===== src/hdl/unroll_factor_planner_unit_assert.svh =====
// assertion macros for the unroll factor planner
// expects clk_i and rst_ni in the scope of each use
`ifndef UNROLL_FACTOR_PLANNER_UNIT_ASSERT_SVH
`define UNROLL_FACTOR_PLANNER_UNIT_ASSERT_SVH

// same-cycle implication
`define UFP_ASSERT_NOW(label, ante, cons) \
  label: assert property (@(posedge clk_i) disable iff (!rst_ni) (ante) |-> (cons)) \
    else $error("unroll planner check failed");

// next-cycle implication
`define UFP_ASSERT_NEXT(label, ante, cons) \
  label: assert property (@(posedge clk_i) disable iff (!rst_ni) (ante) |=> (cons)) \
    else $error("unroll planner check failed");

`endif


===== src/hdl/ufp_pkg.sv =====
// shared constants and types of the unroll factor planner
// no dependencies
`default_nettype none

package ufp_pkg;

  // block configuration
  localparam int ROWS_PER_SAMPLE  = 16;
  localparam int SAMPLES          = 64;
  localparam int SMOOTHING_STAGES = 2;
  localparam int ROW_LENGTH_BITS  = 10;

  // fixed field widths
  localparam int ROW_LENGTH_W = 10;
  localparam int THR_W        = 8;
  localparam int IDX_OUT_W    = 6;
  localparam int UNROLL_W     = 10;
  localparam int COUNT_W      = 7;

  localparam logic [THR_W-1:0] THR_RESET = THR_W'(26);

  // derived widths
  localparam int ROW_W    = ROW_LENGTH_BITS;
  localparam int SUM_W    = $clog2(ROWS_PER_SAMPLE * ((1 << ROW_LENGTH_BITS) - 1) + 1);
  localparam int ROWS_W   = $clog2(ROWS_PER_SAMPLE + 1);
  localparam int SAMPLE_W = $clog2(SAMPLES);
  localparam int STAGE_W  = $clog2(SMOOTHING_STAGES + 2);
  localparam int CMP_W    = (SAMPLE_W > STAGE_W) ? SAMPLE_W : STAGE_W;
  localparam int PROD_W   = ROW_W + THR_W;

  localparam int QUEUE_DEPTH = 2;
  localparam int QPTR_W      = (QUEUE_DEPTH > 1) ? $clog2(QUEUE_DEPTH) : 1;
  localparam int QCNT_W      = $clog2(QUEUE_DEPTH + 1);

  // one completed window handed from front to back
  typedef struct packed {
    logic [SAMPLE_W-1:0] idx;
    logic [ROW_W-1:0]    raw;
  } win_t;

  // queue status seen by both sides
  typedef struct packed {
    logic full;
    logic empty;
  } q_stat_t;

endpackage

`default_nettype wire


===== src/hdl/ufp_if.sv =====
// valid/ready channel interfaces for row input and plan output
// depends on ufp_pkg
`default_nettype none

interface ufp_in_if;
  logic                               valid;
  logic                               ready;
  logic [ufp_pkg::ROW_LENGTH_W-1:0]   row_length;
  logic                               start_of_matrix;

  modport source (output valid, output row_length, output start_of_matrix, input ready);
  modport sink   (input valid, input row_length, input start_of_matrix, output ready);
endinterface

interface ufp_out_if;
  logic                          valid;
  logic                          ready;
  logic [ufp_pkg::IDX_OUT_W-1:0] sample_index;
  logic [ufp_pkg::UNROLL_W-1:0]  raw_unroll;
  logic [ufp_pkg::UNROLL_W-1:0]  smoothed_unroll;
  logic [ufp_pkg::COUNT_W-1:0]   raw_reconfig_count;
  logic [ufp_pkg::COUNT_W-1:0]   smoothed_reconfig_count;
  logic                          last_sample;

  modport source (output valid, output sample_index, output raw_unroll,
                  output smoothed_unroll, output raw_reconfig_count,
                  output smoothed_reconfig_count, output last_sample, input ready);
  modport sink   (input valid, input sample_index, input raw_unroll,
                  input smoothed_unroll, input raw_reconfig_count,
                  input smoothed_reconfig_count, input last_sample, output ready);
endinterface

`default_nettype wire


===== src/hdl/unroll_factor_planner_unit.sv =====
// top level of the unroll factor planner: front, window queue, back
// depends on ufp_pkg, ufp_if, ufp_front, ufp_queue, ufp_back
// and unroll_factor_planner_unit_assert.svh
//
// usage
// - in_i carries one sparse-matrix row length per request, with start_of_matrix
//   marking the first row of a matrix; ready is high unless the window queue
//   is full, so rows stream at one per cycle
// - every ROWS_PER_SAMPLE rows close a window; the front forms the raw factor
//   in the accepting cycle and queues it
// - the back pops a window, runs one smoothing stage per cycle, then loads the
//   output register
// - the back works on one window at a time and pops the next only when idle,
//   sharing one threshold multiplier; 16 rows make up a window
// - out_o stalls hold the output register; the back then waits in its final
//   step, the queue fills and only after that does in_i drop ready
// - reset clears window state, counts (to one), stage history and threshold
//   (to 26); cfg_we_i writes the Q0.8 threshold, kept to idle by the user alone
`default_nettype none

`include "unroll_factor_planner_unit_assert.svh"

module unroll_factor_planner_unit (
  input  wire logic                      clk_i,
  input  wire logic                      rst_ni,
  input  wire logic                      cfg_we_i,
  input  wire logic [ufp_pkg::THR_W-1:0] cfg_wdata_i,
  ufp_in_if.sink                         in_i,
  ufp_out_if.source                      out_o
);

  // change threshold register
  logic [ufp_pkg::THR_W-1:0] thr_q;

  // front to queue
  logic             push;
  ufp_pkg::win_t    push_data;
  // queue to back
  logic             pop;
  ufp_pkg::win_t    pop_data;
  ufp_pkg::q_stat_t q_stat;

  always_ff @(posedge clk_i or negedge rst_ni) begin
    if (!rst_ni) begin
      thr_q <= ufp_pkg::THR_RESET;
    end else if (cfg_we_i) begin
      thr_q <= cfg_wdata_i;
    end
  end

  // window accumulation and raw factor
  ufp_front u_front (
    .clk_i       (clk_i),
    .rst_ni      (rst_ni),
    .in_i        (in_i),
    .q_stat_i    (q_stat),
    .push_o      (push),
    .push_data_o (push_data)
  );

  // decouples row intake from smoothing
  ufp_queue u_queue (
    .clk_i       (clk_i),
    .rst_ni      (rst_ni),
    .push_i      (push),
    .push_data_i (push_data),
    .pop_i       (pop),
    .pop_data_o  (pop_data),
    .q_stat_o    (q_stat)
  );

  // smoothing, counts and output register
  ufp_back u_back (
    .clk_i      (clk_i),
    .rst_ni     (rst_ni),
    .thr_i      (thr_q),
    .q_stat_i   (q_stat),
    .pop_data_i (pop_data),
    .pop_o      (pop),
    .out_o      (out_o)
  );

  // no window is queued when the queue has no room
  `UFP_ASSERT_NOW(a_no_overflow, push, !q_stat.full)
  // the back only takes a window that is there
  `UFP_ASSERT_NOW(a_no_underflow, pop, !q_stat.empty)
  // a pop always frees a slot for the front
  `UFP_ASSERT_NEXT(a_pop_frees, pop, !q_stat.full)
  // the first window of a matrix restarts both counts
  `UFP_ASSERT_NOW(a_first_counts, out_o.valid && (out_o.sample_index == '0),
    (out_o.raw_reconfig_count == ufp_pkg::COUNT_W'(1)) &&
    (out_o.smoothed_reconfig_count == ufp_pkg::COUNT_W'(1)))

endmodule

`default_nettype wire


===== src/hdl/ufp_front.sv =====
// front end: accepts row lengths, sums windows, forms the raw factor
// depends on ufp_pkg and ufp_in_if
`default_nettype none

module ufp_front (
  input  wire logic           clk_i,
  input  wire logic           rst_ni,
  ufp_in_if.sink              in_i,
  input  wire ufp_pkg::q_stat_t q_stat_i,
  output logic                push_o,
  output ufp_pkg::win_t       push_data_o
);

  logic [ufp_pkg::SUM_W-1:0]    sum_q, sum_d, base_sum, new_sum, sum_eff;
  logic [ufp_pkg::ROWS_W-1:0]   rows_q, rows_d, base_rows;
  logic [ufp_pkg::SAMPLE_W-1:0] sample_q, sample_d, base_sample;
  logic                         accept, done;

  assign in_i.ready = !q_stat_i.full;
  assign accept     = in_i.valid && in_i.ready;

  always_comb begin
    // start of matrix clears the window before this row
    base_sum    = in_i.start_of_matrix ? '0 : sum_q;
    base_rows   = in_i.start_of_matrix ? '0 : rows_q;
    base_sample = in_i.start_of_matrix ? '0 : sample_q;
    new_sum     = base_sum + ufp_pkg::SUM_W'(ufp_pkg::ROW_W'(in_i.row_length));
    done        = (base_rows == ufp_pkg::ROWS_W'(ufp_pkg::ROWS_PER_SAMPLE - 1));
    sum_eff     = (new_sum == '0) ? ufp_pkg::SUM_W'(1) : new_sum;

    push_data_o.idx = base_sample;
    push_data_o.raw = ufp_pkg::ROW_W'(sum_eff / ufp_pkg::ROWS_PER_SAMPLE);
    push_o          = accept && done;

    sum_d    = sum_q;
    rows_d   = rows_q;
    sample_d = sample_q;
    if (accept) begin
      if (done) begin
        sum_d    = '0;
        rows_d   = '0;
        sample_d = (base_sample == ufp_pkg::SAMPLE_W'(ufp_pkg::SAMPLES - 1))
                   ? '0 : base_sample + ufp_pkg::SAMPLE_W'(1);
      end else begin
        sum_d    = new_sum;
        rows_d   = base_rows + ufp_pkg::ROWS_W'(1);
        sample_d = base_sample;
      end
    end
  end

  always_ff @(posedge clk_i or negedge rst_ni) begin
    if (!rst_ni) begin
      sum_q    <= '0;
      rows_q   <= '0;
      sample_q <= '0;
    end else begin
      sum_q    <= sum_d;
      rows_q   <= rows_d;
      sample_q <= sample_d;
    end
  end

endmodule

`default_nettype wire


===== src/hdl/ufp_queue.sv =====
// short queue of completed windows between front and back
// depends on ufp_pkg
`default_nettype none

module ufp_queue (
  input  wire logic          clk_i,
  input  wire logic          rst_ni,
  input  wire logic          push_i,
  input  wire ufp_pkg::win_t push_data_i,
  input  wire logic          pop_i,
  output ufp_pkg::win_t      pop_data_o,
  output ufp_pkg::q_stat_t   q_stat_o
);

  ufp_pkg::win_t              mem_q [ufp_pkg::QUEUE_DEPTH];
  logic [ufp_pkg::QPTR_W-1:0] wr_q, wr_d, rd_q, rd_d;
  logic [ufp_pkg::QCNT_W-1:0] cnt_q, cnt_d;

  assign pop_data_o     = mem_q[rd_q];
  assign q_stat_o.full  = (cnt_q == ufp_pkg::QCNT_W'(ufp_pkg::QUEUE_DEPTH));
  assign q_stat_o.empty = (cnt_q == '0);

  always_comb begin
    wr_d  = wr_q;
    rd_d  = rd_q;
    cnt_d = cnt_q;
    if (push_i) begin
      wr_d = (wr_q == ufp_pkg::QPTR_W'(ufp_pkg::QUEUE_DEPTH - 1))
             ? '0 : wr_q + ufp_pkg::QPTR_W'(1);
    end
    if (pop_i) begin
      rd_d = (rd_q == ufp_pkg::QPTR_W'(ufp_pkg::QUEUE_DEPTH - 1))
             ? '0 : rd_q + ufp_pkg::QPTR_W'(1);
    end
    if (push_i && !pop_i) begin
      cnt_d = cnt_q + ufp_pkg::QCNT_W'(1);
    end else if (pop_i && !push_i) begin
      cnt_d = cnt_q - ufp_pkg::QCNT_W'(1);
    end
  end

  always_ff @(posedge clk_i or negedge rst_ni) begin
    if (!rst_ni) begin
      wr_q  <= '0;
      rd_q  <= '0;
      cnt_q <= '0;
    end else begin
      wr_q  <= wr_d;
      rd_q  <= rd_d;
      cnt_q <= cnt_d;
    end
  end

  always_ff @(posedge clk_i) begin
    if (push_i) begin
      mem_q[wr_q] <= push_data_i;
    end
  end

endmodule

`default_nettype wire


===== src/hdl/ufp_back.sv =====
// back end: smoothing stages one per cycle, change counts, output register
// depends on ufp_pkg and ufp_out_if
`default_nettype none

module ufp_back (
  input  wire logic                     clk_i,
  input  wire logic                     rst_ni,
  input  wire logic [ufp_pkg::THR_W-1:0] thr_i,
  input  wire ufp_pkg::q_stat_t         q_stat_i,
  input  wire ufp_pkg::win_t            pop_data_i,
  output logic                          pop_o,
  ufp_out_if.source                     out_o
);

  typedef enum logic [2:0] {
    IDLE   = 3'b001,
    SMOOTH = 3'b010,
    FINISH = 3'b100
  } state_e;

  state_e                       state_q, state_d;
  logic [ufp_pkg::STAGE_W-1:0]  stage_q;
  logic [ufp_pkg::ROW_W-1:0]    cur_q, raw_q;
  logic [ufp_pkg::SAMPLE_W-1:0] idx_q;
  // previous sample per stage, rotated so the active one sits at index 0
  logic [ufp_pkg::ROW_W-1:0]    prev_q [ufp_pkg::SMOOTHING_STAGES + 1];
  logic [ufp_pkg::COUNT_W-1:0]  raw_cnt_q, sm_cnt_q, sm_cnt_d;
  logic                         out_valid_q;

  logic [ufp_pkg::ROW_W-1:0]    diff, smooth_val;
  logic [ufp_pkg::PROD_W-1:0]   lhs, rhs;
  logic                         hit, out_free, load_out, rotate;

  assign out_free = !out_valid_q || out_o.ready;
  assign load_out = (state_q == FINISH) && out_free;
  assign pop_o    = (state_q == IDLE) && !q_stat_i.empty;
  assign rotate   = (state_q == SMOOTH) || load_out;

  // threshold test against the stage's previous value
  always_comb begin
    diff = (cur_q >= prev_q[0]) ? cur_q - prev_q[0] : prev_q[0] - cur_q;
    lhs  = {diff, {ufp_pkg::THR_W{1'b0}}};
    rhs  = ufp_pkg::PROD_W'(thr_i) * ufp_pkg::PROD_W'(prev_q[0]);
    hit  = (ufp_pkg::CMP_W'(idx_q) >= ufp_pkg::CMP_W'(stage_q)) &&
           (prev_q[0] != '0) && (lhs <= rhs);
    smooth_val = hit ? prev_q[0] : cur_q;
  end

  always_comb begin
    if (idx_q == '0) begin
      sm_cnt_d = ufp_pkg::COUNT_W'(1);
    end else if (cur_q != prev_q[0]) begin
      sm_cnt_d = sm_cnt_q + ufp_pkg::COUNT_W'(1);
    end else begin
      sm_cnt_d = sm_cnt_q;
    end
  end

  always_comb begin
    state_d = state_q;
    unique case (state_q)
      IDLE: begin
        if (pop_o) begin
          state_d = (ufp_pkg::SMOOTHING_STAGES > 0) ? SMOOTH : FINISH;
        end
      end
      SMOOTH: begin
        if (stage_q == ufp_pkg::STAGE_W'(ufp_pkg::SMOOTHING_STAGES)) begin
          state_d = FINISH;
        end
      end
      FINISH: begin
        if (out_free) begin
          state_d = IDLE;
        end
      end
      default: state_d = IDLE;
    endcase
  end

  always_ff @(posedge clk_i or negedge rst_ni) begin
    if (!rst_ni) begin
      state_q     <= IDLE;
      stage_q     <= '0;
      raw_cnt_q   <= ufp_pkg::COUNT_W'(1);
      sm_cnt_q    <= ufp_pkg::COUNT_W'(1);
      out_valid_q <= 1'b0;
      for (int k = 0; k <= ufp_pkg::SMOOTHING_STAGES; k++) begin
        prev_q[k] <= '0;
      end
    end else begin
      state_q <= state_d;
      if (pop_o) begin
        stage_q <= ufp_pkg::STAGE_W'(1);
        if (pop_data_i.idx == '0) begin
          raw_cnt_q <= ufp_pkg::COUNT_W'(1);
        end else if (pop_data_i.raw != prev_q[0]) begin
          raw_cnt_q <= raw_cnt_q + ufp_pkg::COUNT_W'(1);
        end
      end else if (state_q == SMOOTH) begin
        stage_q <= stage_q + ufp_pkg::STAGE_W'(1);
      end
      if (rotate) begin
        for (int k = 0; k < ufp_pkg::SMOOTHING_STAGES; k++) begin
          prev_q[k] <= prev_q[k + 1];
        end
        prev_q[ufp_pkg::SMOOTHING_STAGES] <= cur_q;
      end
      if (load_out) begin
        sm_cnt_q    <= sm_cnt_d;
        out_valid_q <= 1'b1;
      end else if (out_o.ready) begin
        out_valid_q <= 1'b0;
      end
    end
  end

  // payload registers
  always_ff @(posedge clk_i) begin
    if (pop_o) begin
      cur_q <= pop_data_i.raw;
      raw_q <= pop_data_i.raw;
      idx_q <= pop_data_i.idx;
    end else if (state_q == SMOOTH) begin
      cur_q <= smooth_val;
    end
    if (load_out) begin
      out_o.sample_index            <= ufp_pkg::IDX_OUT_W'(idx_q);
      out_o.raw_unroll              <= ufp_pkg::UNROLL_W'(raw_q);
      out_o.smoothed_unroll         <= ufp_pkg::UNROLL_W'(cur_q);
      out_o.raw_reconfig_count      <= raw_cnt_q;
      out_o.smoothed_reconfig_count <= sm_cnt_d;
      out_o.last_sample <= (idx_q == ufp_pkg::SAMPLE_W'(ufp_pkg::SAMPLES - 1));
    end
  end

  assign out_o.valid = out_valid_q;

endmodule

`default_nettype wire

===== src/flat_wrapper.sv =====
// flat-port wrapper written by rule: the top's interface ports become plain ports
module unroll_factor_planner_unit_flat 
  (clk_i, rst_ni, cfg_we_i, cfg_wdata_i, in_i_valid, in_i_row_length, in_i_start_of_matrix, in_i_ready, out_o_valid, out_o_sample_index, out_o_raw_unroll, out_o_smoothed_unroll, out_o_raw_reconfig_count, out_o_smoothed_reconfig_count, out_o_last_sample, out_o_ready);
  ufp_in_if in_i_i ();
  ufp_out_if out_o_i ();
  input  wire logic clk_i;
  input  wire logic rst_ni;
  input  wire logic cfg_we_i;
  input  wire logic [ufp_pkg::THR_W-1:0] cfg_wdata_i;
  input wire logic [$bits(in_i_i.valid)-1:0] in_i_valid;
  input wire logic [$bits(in_i_i.row_length)-1:0] in_i_row_length;
  input wire logic [$bits(in_i_i.start_of_matrix)-1:0] in_i_start_of_matrix;
  output wire logic [$bits(in_i_i.ready)-1:0] in_i_ready;
  output wire logic [$bits(out_o_i.valid)-1:0] out_o_valid;
  output wire logic [$bits(out_o_i.sample_index)-1:0] out_o_sample_index;
  output wire logic [$bits(out_o_i.raw_unroll)-1:0] out_o_raw_unroll;
  output wire logic [$bits(out_o_i.smoothed_unroll)-1:0] out_o_smoothed_unroll;
  output wire logic [$bits(out_o_i.raw_reconfig_count)-1:0] out_o_raw_reconfig_count;
  output wire logic [$bits(out_o_i.smoothed_reconfig_count)-1:0] out_o_smoothed_reconfig_count;
  output wire logic [$bits(out_o_i.last_sample)-1:0] out_o_last_sample;
  input wire logic [$bits(out_o_i.ready)-1:0] out_o_ready;
  assign in_i_i.valid = in_i_valid;
  assign in_i_i.row_length = in_i_row_length;
  assign in_i_i.start_of_matrix = in_i_start_of_matrix;
  assign in_i_ready = in_i_i.ready;
  assign out_o_valid = out_o_i.valid;
  assign out_o_sample_index = out_o_i.sample_index;
  assign out_o_raw_unroll = out_o_i.raw_unroll;
  assign out_o_smoothed_unroll = out_o_i.smoothed_unroll;
  assign out_o_raw_reconfig_count = out_o_i.raw_reconfig_count;
  assign out_o_smoothed_reconfig_count = out_o_i.smoothed_reconfig_count;
  assign out_o_last_sample = out_o_i.last_sample;
  assign out_o_i.ready = out_o_ready;
  unroll_factor_planner_unit u_core (.clk_i(clk_i), .rst_ni(rst_ni), .cfg_we_i(cfg_we_i), .cfg_wdata_i(cfg_wdata_i), .in_i(in_i_i), .out_o(out_o_i));
endmodule

===== config.mk =====
export PLATFORM = sky130hd
export DESIGN_NAME = unroll_factor_planner_unit_flat
export DESIGN_NICKNAME = d
export VERILOG_FILES = /design/src/hdl/ufp_pkg.sv /design/src/hdl/ufp_if.sv /design/src/hdl/unroll_factor_planner_unit.sv /design/src/hdl/ufp_front.sv /design/src/hdl/ufp_queue.sv /design/src/hdl/ufp_back.sv /design/src/flat_wrapper.sv
export VERILOG_INCLUDE_DIRS = /design/src /design/src/hdl
export SDC_FILE = /design/constraint.sdc
export NUM_CORES = 1
export LEC_CHECK = 0
export ABC_AREA = 1
export BUFFER_PORTS_ARGS = -buffer_cell sky130_fd_sc_hd__buf_4
export CAP_MARGIN = 30
export CELL_PAD_IN_SITES_DETAIL_PLACEMENT = 0
export CELL_PAD_IN_SITES_GLOBAL_PLACEMENT = 1
export CORE_ASPECT_RATIO = 2
export CORE_MARGIN = 1
export CORE_UTILIZATION = 48
export DETAILED_ROUTE_END_ITERATION = 10
export PLACE_DENSITY = 0.85
export SETUP_SLACK_MARGIN = 0.15
export SYNTH_ARGS = -nofsm -noshare
export SYNTH_HDL_FRONTEND = slang
export SYNTH_SLANG_ARGS = --single-unit

===== constraint.sdc =====
create_clock -name clk_i -period 6.85 [get_ports clk_i]
set_input_delay 1.37 -clock clk_i [delete_from_list [all_inputs] [get_ports clk_i]]
set_output_delay 1.37 -clock clk_i [all_outputs]
set_load 0.02 [all_outputs]

Yosys cells after proc, flatten, opt, wreduce, memory -nomap -nowiden. Memory sizes are Yosys's and may differ from the RTL's. Cells that the tools add are included.

$add $sub $neg: 12. Multipliers: 1. Order comparisons: 3. Equality and inequality tests: 13. Muxes and demuxes: 30. Reductions and logical operators: 28.

Operators with widths (number): $mux 14 (3); $mux 10 (4); $mux 7 (4); $ne 10x10->1 (2); $sub 10x10->10 (2); $le 18x18->1 (1); $mul 8x10->18 (1); $mux 6 (3); $add 14x10->14 (1); $add 7x1->7 const B (2); $logic_not 14->1 (1); $eq 6x6->1 const B (2); $logic_not 6->1 (2); $ge 10x10->1 (1); $mux 5 (2); $reduce_bool 10->1 (1); $reduce_bool 2->1 (5); $mux 3 (3); $pmux 3 s3 (1); $logic_and 1x1->1 (8); $mux 2 (4); $add 6x1->6 const B (1); $ge 6x2->1 (1); $mux 1 (6); 16 further kinds (26).

Register bits: 154. RAM bits: 32. Input bits: 24. Output and inout bits: 43. Memories kept: 1.

Memory list: u_core.u_queue.mem_q (words 2, width 16, read ports 1, clocked after memory_dff 0, wr ports 1, RTL line ufp_queue.sv:15) `ufp_pkg::win_t mem_q [ufp_pkg::QUEUE_DEPTH];`.

Logic depth before layout (Yosys ltp). Gate-level depths: netlist of run 1.

Depth after elaboration: 8. Depth in mapped cells: 30. Depth with buffers taken out: 29.

Cells and area by module. A second synthesis of run 1 with hierarchy kept.

Cell total of the unflattened synthesis: 1515. Area, all modules: 12728.5 um2.

By module, submodules not included: ufp_back (times used 1, cells an instance 1093, area an instance 8942.3 um2); ufp_front (times used 1, cells an instance 313, area an instance 2064.5 um2); ufp_queue (times used 1, cells an instance 75, area an instance 1412.6 um2); unroll_factor_planner_unit (times used 1, cells an instance 34, area an instance 309.0 um2).

Worst setup path before layout of run 1. Ideal clock, no wire load.

Path kind: register to register. From: register u_core.thr_q[4] in the netlist's numbering. To: register u_core.u_back.cur_q[0] in the netlist's numbering, enable pin. Setup time: 340 ps. Arrival: 5226 ps. Data required time: 6510 ps. Path slack: 1284 ps. Stages on the path, launching flop included: 27. Path buffers: 1. Period minus slack after synthesis: 5566 ps. Cells stage by stage: dfstp_2 -> clkbuf_1 -> nand2_1 -> fa_1 -> fa_1 -> inv_1 -> fa_1 -> inv_1 -> fa_1 -> inv_1 -> ha_1 -> nand2_1 -> inv_1 -> nand3_1 -> o21ai_0 -> nand3_1 -> nand3_1 -> nand2_1 -> ha_1 -> nand2_1 -> nor2_1 -> nand4_1 -> nor2_1 -> nand3_1 -> nand2_1 -> nand2_1 -> nand2_1.

Word-level cells in the longest chain between the ends: 5.

RTL lines: from (decl) (RTL line unroll_factor_planner_unit.sv:33) `logic [ufp_pkg::THR_W-1:0] thr_q;`; from (signal assigned) (RTL line unroll_factor_planner_unit.sv:45) `thr_q <= ufp_pkg::THR_RESET;`; from (signal assigned) (RTL line unroll_factor_planner_unit.sv:47) `thr_q <= cfg_wdata_i;`; $mul 8x10->18 (RTL line ufp_back.sv:43) `rhs = ufp_pkg::PROD_W'(thr_i) * ufp_pkg::PROD_W'(prev_q[0]);`; $le 18x18->1 (RTL line ufp_back.sv:45) `(prev_q[0] != '0) && (lhs <= rhs);`; $logic_and 1x1->1 (RTL line ufp_back.sv:45); $reduce_bool 2->1 (no line); $reduce_and 2->1 (no line); to (signal assigned) (RTL line ufp_back.sv:121) `cur_q <= pop_data_i.raw;`; to (signal assigned) (RTL line ufp_back.sv:125) `cur_q <= smooth_val;`; to (decl) (RTL line ufp_back.sv:23) `logic [ufp_pkg::ROW_W-1:0] cur_q, raw_q;`.

Every way passes these cells. A chain may end at the register's enable or synchronous reset.

Final worst setup path of run 1.
From: register u_core.u_back.prev_q[20] in the netlist's numbering. To: register u_core.u_back.cur_q[8] in the netlist's numbering, enable pin.

Word-level cells in the longest chain between the ends: 6. Elaborated cells between the ends (all ways): 11.

RTL lines: from (decl) (RTL line ufp_back.sv:26) `logic [ufp_pkg::ROW_W-1:0] prev_q [ufp_pkg::SMOOTHING_STAGES + 1];`; from (signal, indexed assignment) (RTL line ufp_back.sv:105) `prev_q[k] <= prev_q[k + 1];`; from (signal, indexed assignment) (RTL line ufp_back.sv:107) `prev_q[ufp_pkg::SMOOTHING_STAGES] <= cur_q;`; branches (longest 3 deep; another with $mul 8x10->18); $logic_and 1x1->1 (*) (RTL line ufp_back.sv:45); $reduce_bool 2->1 (no line) (*); $reduce_and 2->1 (no line) (*).

Every way passes the cells marked *.

==> flow_summary.yaml, run 1 <==
worst_setup_path:
  crit_buf_inv: 4
  slowest_stage: "dfrtp_1"
  path_delay_family: "adder cells"
  cpPeakStageDelay_ns: 0.62
  crit_type: "flip-flop to flip-flop"
  end_kind: "flip-flop"
  cp_cell_sequence: "nand2_1 -> fa_1 -> fa_1 -> inv_1 -> fa_1 -> inv_1 -> fa_1 -> inv_1 -> ha_1 -> a21oi_1 -> nand3_1 -> a21oi_1 -> xor2_1 -> ha_1 -> nand2_1 -> inv_1 -> o21ai_0 -> nand2_1 -> nand2_1 -> nand4_1 -> nand2_1 -> nand2_1 -> nand2_1"
  critPathMaxFanout: 11
  r2r_end: "u_core.u_back.cur_q[8]"
  r2r_cells: 23
  r2r_slack_ns: 0.69
  r2r_start: "u_core.u_back.prev_q[20]"
  cpMostUsedCell: "nand2_1"
  crit_arrival_ns: 6.26
  critPathRequiredTime_ns: 6.95
  cp-start-kind: "flip-flop"
timing:
  setup_viol: 0
  slew_headroom: 0.393
  worstMarginPinSlew_ns: 0.909
  hold_violations: 0
  min_period_ns: 6.16
  fin_setup_tns_ns: 0
  skew_ns: 0.0129
  slew_viol_final: 0
  rsz0062_at_grt: "no"
  period_share: 0.899
  fmax_ghz: 0.162
cells_and_area:
  fillers: 2367
  seqCellArea_um2: 5160
  fin_cells: 1866
  multi_input_area_um2: 5920
  final_area_um2: 13700
  n_antenna_cell: 0
  syn_to_final_growth_pct: 10.7
  final_nets: 1677
  drive_gt1_frac: 0.0961
  post-route-util: 0.545
clock_tree:
  cts_resized: 0
  hold_buffers: 0
  root_buffer: "clkbuf_16"
  clockBufferDepth: 2
  post_cts_buffers: 0
  cts_tree: "yes"
  htree_levels: 4
  clock_latency_ns: 0.44
  cts.clk_slew.worst_paths_ns: 0.07
  numCtsBuffers: 17
  clock-sinks: 186
synth:
  netlist_area_um2: 12400
  syn-num-nets: 1622
  synth_ff_type: "edfxtp_1"
  syn_avg_cell_area_um2: 8.46
  ys_seq_area_frac: 0.417
  synth_common_cells: "nand2_1, inv_1, edfxtp_1"
  postSynthCellCount: 1462
  synth_cell_types: 43
  yosysMostFrequentCell: "nand2_1"
  yosys.area.top_type: "edfxtp_1"
  async_reset_ff_frac: 0.468
  yosys_warnings: 0
  yosysTopAreaCellShare: 0.240
  synth-seq-cells: 186
  synth_edf_count: 99
  ys_top_cells_by_area: "edfxtp_1, dfrtp_1, nand2_1"
placement:
  io_buffers: 66
  hpwl_um: 24200
  dp_cells: 1834
  gp_congestion: 0.890
  placed_cell_area_um2: 13100
drt:
  remaining_drc_errors: 0
  dr_total_vias: 9530
  drtIter0Drc: 450
  dr.pass1.iters: 5
  detail_route.wl_per_cell_um: 16.2
  totalWireLength_um: 30200
  ant_nets: 0
  via_per_inst: 5.11
flow_run:
  cap_violations: 0
floorplan:
  initial_core_util: 0.492
  core_um2: 25100
  die_x_um: 116
  rows: 82
  die_h_um: 229
  io_pins: 67
  dieArea_um2: 26400
grt:
  grt_pass1_vias: 9782
  antenna_found_initial: 0
  grt_pass1_wl_um: 48700
  track_usage: 0.246
  grt_overflow_total: 0
  grt_max_degree: 61
outcome:
  status: "finished, final reports clean"
hold_path:
  min-delay-start: "u_core.u_back.raw_q[9]"
  hold_class: "flip-flop to flip-flop"
  holdPathStages: 0
  min_to: "u_core.u_back.out_o.raw_unroll[9]"
## layout by cell type, fill, tap and decap left out, types with 2 or more instances in the layout
master,synthesis,final
nand2_1,419,419
inv_1,282,282
edfxtp_1,99,99
ha_1,85,85
dfrtp_1,81,81
nor2_1,78,78
nand3_1,74,74
buf_4,1,74
o21ai_0,53,53
a21oi_1,53,53
fa_1,51,51
xor2_1,27,27
nand4_1,17,17
clkbuf_16,0,17
xnor2_1,13,13
nor3_1,10,10
o21ai_2,9,9
mux2_2,8,8
nand2_2,6,6
o21a_1,6,6
o21bai_1,6,6
dfstp_2,6,6
and2_1,5,5
o22ai_1,5,5
a21o_1,4,4
inv_6,1,4
inv_2,4,4
nor2_2,3,3
nand3_2,3,3
a31oi_1,3,3
nand3b_1,2,2
o31ai_1,2,2
clkinv_4,0,2
clkinv_2,0,2
clkinvlp_4,0,2
clkbuf_1,17,2
## through the flow
| stage | hold WS (ns) | setup WS [ns] |
|---|---|---|
| 3_3_place_gp | 0.405 | 0.833 |
| 2_1_floorplan | 0.400 | 1.28 |
| 6_report | 0.423 | 0.692 |
| 4_1_cts | 0.428 | 0.736 |
| 5_1_grt | 0.439 | 0.260 |
| 3_5_place_dp | 0.412 | 0.760 |
## layout make-up
cell class,count,area share
Clock buffer,20,0.0326
Clock inverter,12,0.00831
Inverter,287,0.0790
Multi-Input combinational cell,951,0.432
Sequential cell,186,0.377
Tap cell,336,0.0307
Timing Repair Buffer,74,0.0406
## logic make-up after synthesis
kind of cell    Yosys count  synth area share
buf+inv                 325             0.104
simple gates            624             0.209
flops                   186             0.417
xor+xnor                 40            0.0283
fa+ha+maj               136             0.169
mux                       8           0.00728
compound gates          143            0.0655
## layer usage
layer	track usage	vias to the layer above	wire length, µm
met5	0	-	0
met4	0.159	0	1950
met3	0.0323	92	904
met2	0.470	203	17200
met1	0.236	4551	10100
li1	-	4684	-
## registers in the layout, indices dropped and copies added, names as in the netlist, 3 cells and up
signal and flops:
u_core.thr_q 8, u_core.u_back.cur_q 10, u_core.u_back.idx_q 6, u_core.u_back.out_o.raw_reconfig_count 7, u_core.u_back.out_o.raw_unroll 10, u_core.u_back.out_o.sample_index 6
u_core.u_back.out_o.smoothed_reconfig_count 7, u_core.u_back.out_o.smoothed_unroll 10, u_core.u_back.prev_q 30, u_core.u_back.raw_cnt_q 7, u_core.u_back.raw_q 10, u_core.u_back.sm_cnt_q 7
u_core.u_back.state_q 3, u_core.u_front.rows_q 5, u_core.u_front.sample_q 6, u_core.u_front.sum_q 14, u_core.u_queue.mem_q 32
## how the worst max path moves through the flow
stage	start	to	depth (start not counted)
after CTS	u_core.u_back.prev_q[20]	u_core.u_back.cur_q[8]	27
after global placement	u_core.u_back.prev_q[20]	u_core.u_back.cur_q[2]	23
final	u_core.u_back.prev_q[20]	u_core.u_back.cur_q[8]	23
after global routing	u_core.u_back.prev_q[20]	u_core.u_back.cur_q[6]	23
after detailed placement	u_core.u_back.prev_q[20]	u_core.u_back.cur_q[0]	27
after floorplan	u_core.thr_q[4]	u_core.u_back.cur_q[0]	26
Power of run 1 is not shown: default switching activity piles up to over one toggle a cycle in this logic, so the estimate is an artifact.
==> run 2: changes to the inputs <==
- CTS_CLUSTER_SIZE: unset -> 16
- clock period: 6.85 -> 5.99 ns (I/O delays scaled with it)
==> run 2 against run 1 <==
Highest routed layer unchanged. Via count fell by 0.77%. Sequential share of layout area fell by 0.50 points. Hold slack worse by 0.0035 ns. First-iteration DRC count up 12%. Maximum frequency is 11% higher. Cell area increased by 1.5%. Critical path depth grew 4. Final cell count increased by 0.91%. Clock skew is 0.0031 ns lower. Non-clock buffer count up 16. Worst setup slack worse by 0.26 ns.
==> flow_summary.yaml, run 2 (same netlist as run 1, synthesis figures left out) <==
timing:
  slew_viol_final: 0
  min_period_ns: 5.55
  worstMarginPinSlew_ns: 0.860
  fmax_ghz: 0.180
  setup_viol: 0
  hold_violations: 0
  period_share: 0.927
  fin_setup_tns_ns: 0
  slew_headroom: 0.426
  holdWs_ns: 0.420
  rsz0062_at_grt: "no"
  skew_ns: 0.00984
floorplan:
  initial_core_util: 0.492
  die_h_um: 229
  dieArea_um2: 26400
  io_pins: 67
  die_x_um: 116
  rows: 82
  core_um2: 25100
cells_and_area:
  drive_gt1_frac: 0.118
  largest_register_ffs: 32
  mostFrequentLayoutCells: "nand2_1, inv_1, edfxtp_1, buf_4, ha_1"
  reg.largest.list: "u_core.u_queue.mem_q x32, u_core.u_back.prev_q x30, u_core.u_front.sum_q x14"
  n_antenna_cell: 0
  regMostFlops: "u_core.u_queue.mem_q"
  syn_to_final_growth_pct: 12.4
  final_nets: 1694
  final_common_cell: "nand2_1"
clock_tree:
  clockBufferDepth: 2
  clock-sinks: 186
  hold_buffers: 0
  root_buffer: "clkbuf_16"
  cts_tree: "yes"
  cts.clk_slew.worst_paths_ns: 0.07
  numCtsBuffers: 17
  clock_latency_ns: 0.44
  htree_levels: 4
hold_path:
  hold_class: "flip-flop to flip-flop"
  min_to: "u_core.u_back.out_o.raw_unroll[8]"
  holdPathStages: 0
  min-delay-start: "u_core.u_back.raw_q[8]"
worst_setup_path:
  critPathRequiredTime_ns: 6.13
  crit_arrival_ns: 5.70
  cp-start-kind: "flip-flop"
  r2r_start: "u_core.thr_q[4]"
  critPathMaxFanout: 5
  r2r_slack_ns: 0.44
  crit_type: "flip-flop to flip-flop"
  r2r_cells: 27
  end_kind: "flip-flop"
  r2r_end: "u_core.u_back.cur_q[2]"
drt:
  dr.pass1.iters: 5
  ant_nets: 0
  drtIter0Drc: 505
  via_per_inst: 5.02
  detail_route.wl_per_cell_um: 16.0
  dr_total_vias: 9457
  remaining_drc_errors: 0
  totalWireLength_um: 30100
grt:
  grt_max_degree: 61
  track_usage: 0.242
  grt_overflow_total: 0
  grt_pass1_vias: 9665
  antenna_found_initial: 0
  grt_pass1_wl_um: 47800
outcome:
  status: "finished, final reports clean"
placement:
  hpwl_um: 24100
  io_buffers: 66
  gp_congestion: 0.895
flow_run:
  cap_violations: 0
-- run 2: changes by cell type in the layout (fill, tap and decap cells not counted), sizes merged --
cell / before / now
nand2: 426 / 427
buf: 74 / 89
clkbuf: 20 / 21
-- run 2: per-stage QoR --
| step | cells | instance area (µm²) | utilization | setup slack, ns |
|---|---|---|---|---|
| finish | 1883 | 13900 | 0.553 | 0.436 |
| global route | 1883 | 13900 | 0.553 | 0.111 |
| CTS | 1873 | 13800 | 0.547 | 0.220 |
| detailed placement | 1841 | 13200 | 0.525 | 0.0830 |
| global placement | 1841 | 13200 | 0.525 | 0.258 |
| floorplan | 1462 | 12400 | - | 0.424 |
-- run 2: timing repair --
item                                    in CTS  in global routing
buffers inserted                             0                  9
pin swaps                                    0                  3
gates cloned                                 0                  1
gates resized for setup                      3                 18
endpoints found under the setup margin      10                 10
-- run 2: worst max path at each step --
stage,cells past startpoint,start,end
floorplan,26,u_core.thr_q[4],u_core.u_back.cur_q[0]
global placement,25,u_core.u_back.prev_q[25],u_core.u_back.cur_q[0]
detailed placement,26,u_core.u_back.prev_q[25],u_core.u_back.cur_q[3]
CTS,26,u_core.thr_q[3],u_core.u_back.cur_q[0]
global route,26,u_core.thr_q[4],u_core.u_back.cur_q[2]
finish,27,u_core.thr_q[4],u_core.u_back.cur_q[2]
-- run 2: critical path, stage by stage (launching register included) --
cell      delay (ns)
dfstp_2         0.40
clkbuf_2        0.16
buf_4           0.15
nand2_1         0.06
inv_1           0.07
fa_1            0.53
inv_1           0.05
fa_1            0.48
inv_1           0.05
fa_1            0.53
inv_1           0.05
fa_1            0.53
inv_1           0.06
ha_4            0.28
nand2_1         0.10
nor2_1          0.22
nand4_1         0.17
nand3_1         0.15
xor2_1          0.08
ha_1            0.30
nand2_1         0.10
nor2_4          0.11
nand4_1         0.08
nor2_1          0.11
nand3_1         0.09
nand2_2         0.12
nand2_2         0.10
nand2_4         0.13
-- run 2: area by class of cell --
class | count | area (µm²)
multi-input combinational | 952 | 5990
inverter | 287 | 1080
tap | 336 | 420
fill | 2364 | 11200
clock buffer | 20 | 447
sequential | 186 | 5170
timing repair buffer | 90 | 683
clock inverter | 12 | 115
-- run 2: per-layer routing --
metal  routed length, µm  vias to the layer above  global-route usage
met5                   0                        -                   0
met4                1600                        0               0.137
met3                 686                       79              0.0291
met2               17600                      166               0.476
met1               10200                     4499               0.230
li1                    -                     4713                   -
Power of run 2 is left out for the same reason.
==> run 3: changes to the inputs <==
- CAP_MARGIN: 30 -> 40
- clock period: 5.99 -> 5.9 ns (I/O delays scaled with it)
==> run 3 against run 2 <==
Core utilization up 0.33 points. Cell area up 0.59%. Wire length shrank 0.68%.
==> flow_summary.yaml, run 3 (same netlist as run 1, synthesis figures left out) <==
cells_and_area:
  final_nets: 1696
  reg.largest.list: "u_core.u_queue.mem_q x32, u_core.u_back.prev_q x30, u_core.u_front.sum_q x14"
  fillers: 2352
  final_common_cell: "nand2_1"
  regMostFlops: "u_core.u_queue.mem_q"
  syn_to_final_growth_pct: 13.1
  n_antenna_cell: 0
  multi_input_area_um2: 6010
  mostFrequentLayoutCells: "nand2_1, inv_1, edfxtp_1, buf_4, ha_1"
  seqCellArea_um2: 5170
  drive_gt1_frac: 0.121
  largest_register_ffs: 32
clock_tree:
  root_buffer: "clkbuf_16"
  hold_buffers: 0
  clock_latency_ns: 0.44
  htree_levels: 4
  cts_tree: "yes"
  clock-sinks: 186
  numCtsBuffers: 17
  cts.clk_slew.worst_paths_ns: 0.07
  clockBufferDepth: 2
worst_setup_path:
  end_kind: "flip-flop"
  cpPeakStageDelay_ns: 0.54
  cp-start-kind: "flip-flop"
  slowest_stage: "fa_1"
  critPathRequiredTime_ns: 6.05
  crit_type: "flip-flop to flip-flop"
  critPathMaxFanout: 6
  crit_arrival_ns: 5.64
grt:
  busiest_layer: "met2"
  grt_overflow_total: 0
  grt_pass1_vias: 9591
  grt_max_degree: 55
  met2_usage: 0.474
  antenna_found_initial: 0
  grt_pass1_wl_um: 47400
  met1_usage: 0.226
  track_usage: 0.239
  grtUsageMet3: 0.0228
timing:
  rsz0062_at_grt: "no"
  skew_ns: 0.0109
  slew_headroom: 0.397
  fmax_ghz: 0.182
  min_period_ns: 5.49
  setup_viol: 0
  period_share: 0.930
  fin_setup_tns_ns: 0
  worstMarginPinSlew_ns: 0.903
  slew_viol_final: 0
  hold_violations: 0
floorplan:
  io_pins: 67
  core_um2: 25100
  initial_core_util: 0.492
  die_h_um: 229
  die_x_um: 116
  rows: 82
  dieArea_um2: 26400
drt:
  ant_nets: 0
  dr.pass1.iters: 5
  via_per_inst: 5.05
  remaining_drc_errors: 0
  detail_route.wl_per_cell_um: 15.9
  dr_total_vias: 9519
  totalWireLength_um: 29900
  drtIter0Drc: 496
placement:
  gp_congestion: 0.871
  hpwl_um: 24200
  io_buffers: 66
hold_path:
  hold_class: "flip-flop to flip-flop"
flow_run:
  cap_violations: 0
outcome:
  status: "finished, final reports clean"
-- run 3: repair_timing --
item,CTS,global route
cloned,0,1
resized for setup,2,23
setup buffers,2,4
setup endpoints to repair,10,10
pin swaps,0,3
-- run 3: layout make-up --
class / count / share of cell area
flip-flops and latches: 186 / 0.369
clock inverters: 10 / 0.00751
repair buffers: 92 / 0.0508
well taps: 336 / 0.0301
clock buffers: 22 / 0.0354
multi-input cells: 952 / 0.429
inverters: 287 / 0.0774
-- run 3: final timing paths --
kind	slack, ns	startpoint	endpoint	depth (start not counted)
max reg2reg	0.41	u_core.thr_q[6]	u_core.u_back.cur_q[0]	27
max	0.41	u_core.thr_q[6]	u_core.u_back.cur_q[0]	27
min in group asynchronous	0.69	rst_ni	u_core.u_front.sum_q[0]	1
min reg2reg	0.41	u_core.u_back.raw_q[5]	u_core.u_back.out_o.raw_unroll[5]	0
max in group asynchronous	4.00	rst_ni	u_core.u_back.prev_q[26]	2
min	0.41	u_core.u_back.raw_q[5]	u_core.u_back.out_o.raw_unroll[5]	0
-- run 3: critical path, delay by kind of cell (launching register included) --
family                     cells  cell delay (ns)
DFF                            1             0.45
and+or+nand+nor               12             1.21
AOI/OAI and AO/OA              2             0.31
xor gates and xnor gates       1             0.15
adders and majority gates      6             2.61
buffers and inverters          6             0.48
-- run 3: layer usage --
layer | part of all wire | vias to the layer above
li1 | - | 4724
met5 | 0 | -
met3 | 0.019 | 68
met1 | 0.34 | 4560
met2 | 0.58 | 167
met4 | 0.051 | 0
-- run 3: per-stage QoR --
stage / instance area [µm²] / setup WS, ns / utilization / hold WS (ns) / cells
global route: 14000 / 0.162 / 0.556 / 0.421 / 1885
global placement: 13200 / 0.220 / 0.526 / 0.402 / 1845
finish: 14000 / 0.411 / 0.556 / 0.412 / 1885
CTS: 13900 / 0.159 / 0.552 / 0.417 / 1880
detailed placement: 13200 / 0.0314 / 0.527 / 0.406 / 1846
floorplan: 12400 / 0.334 / - / 0.400 / 1462
Power of run 3 is left out for the same reason.
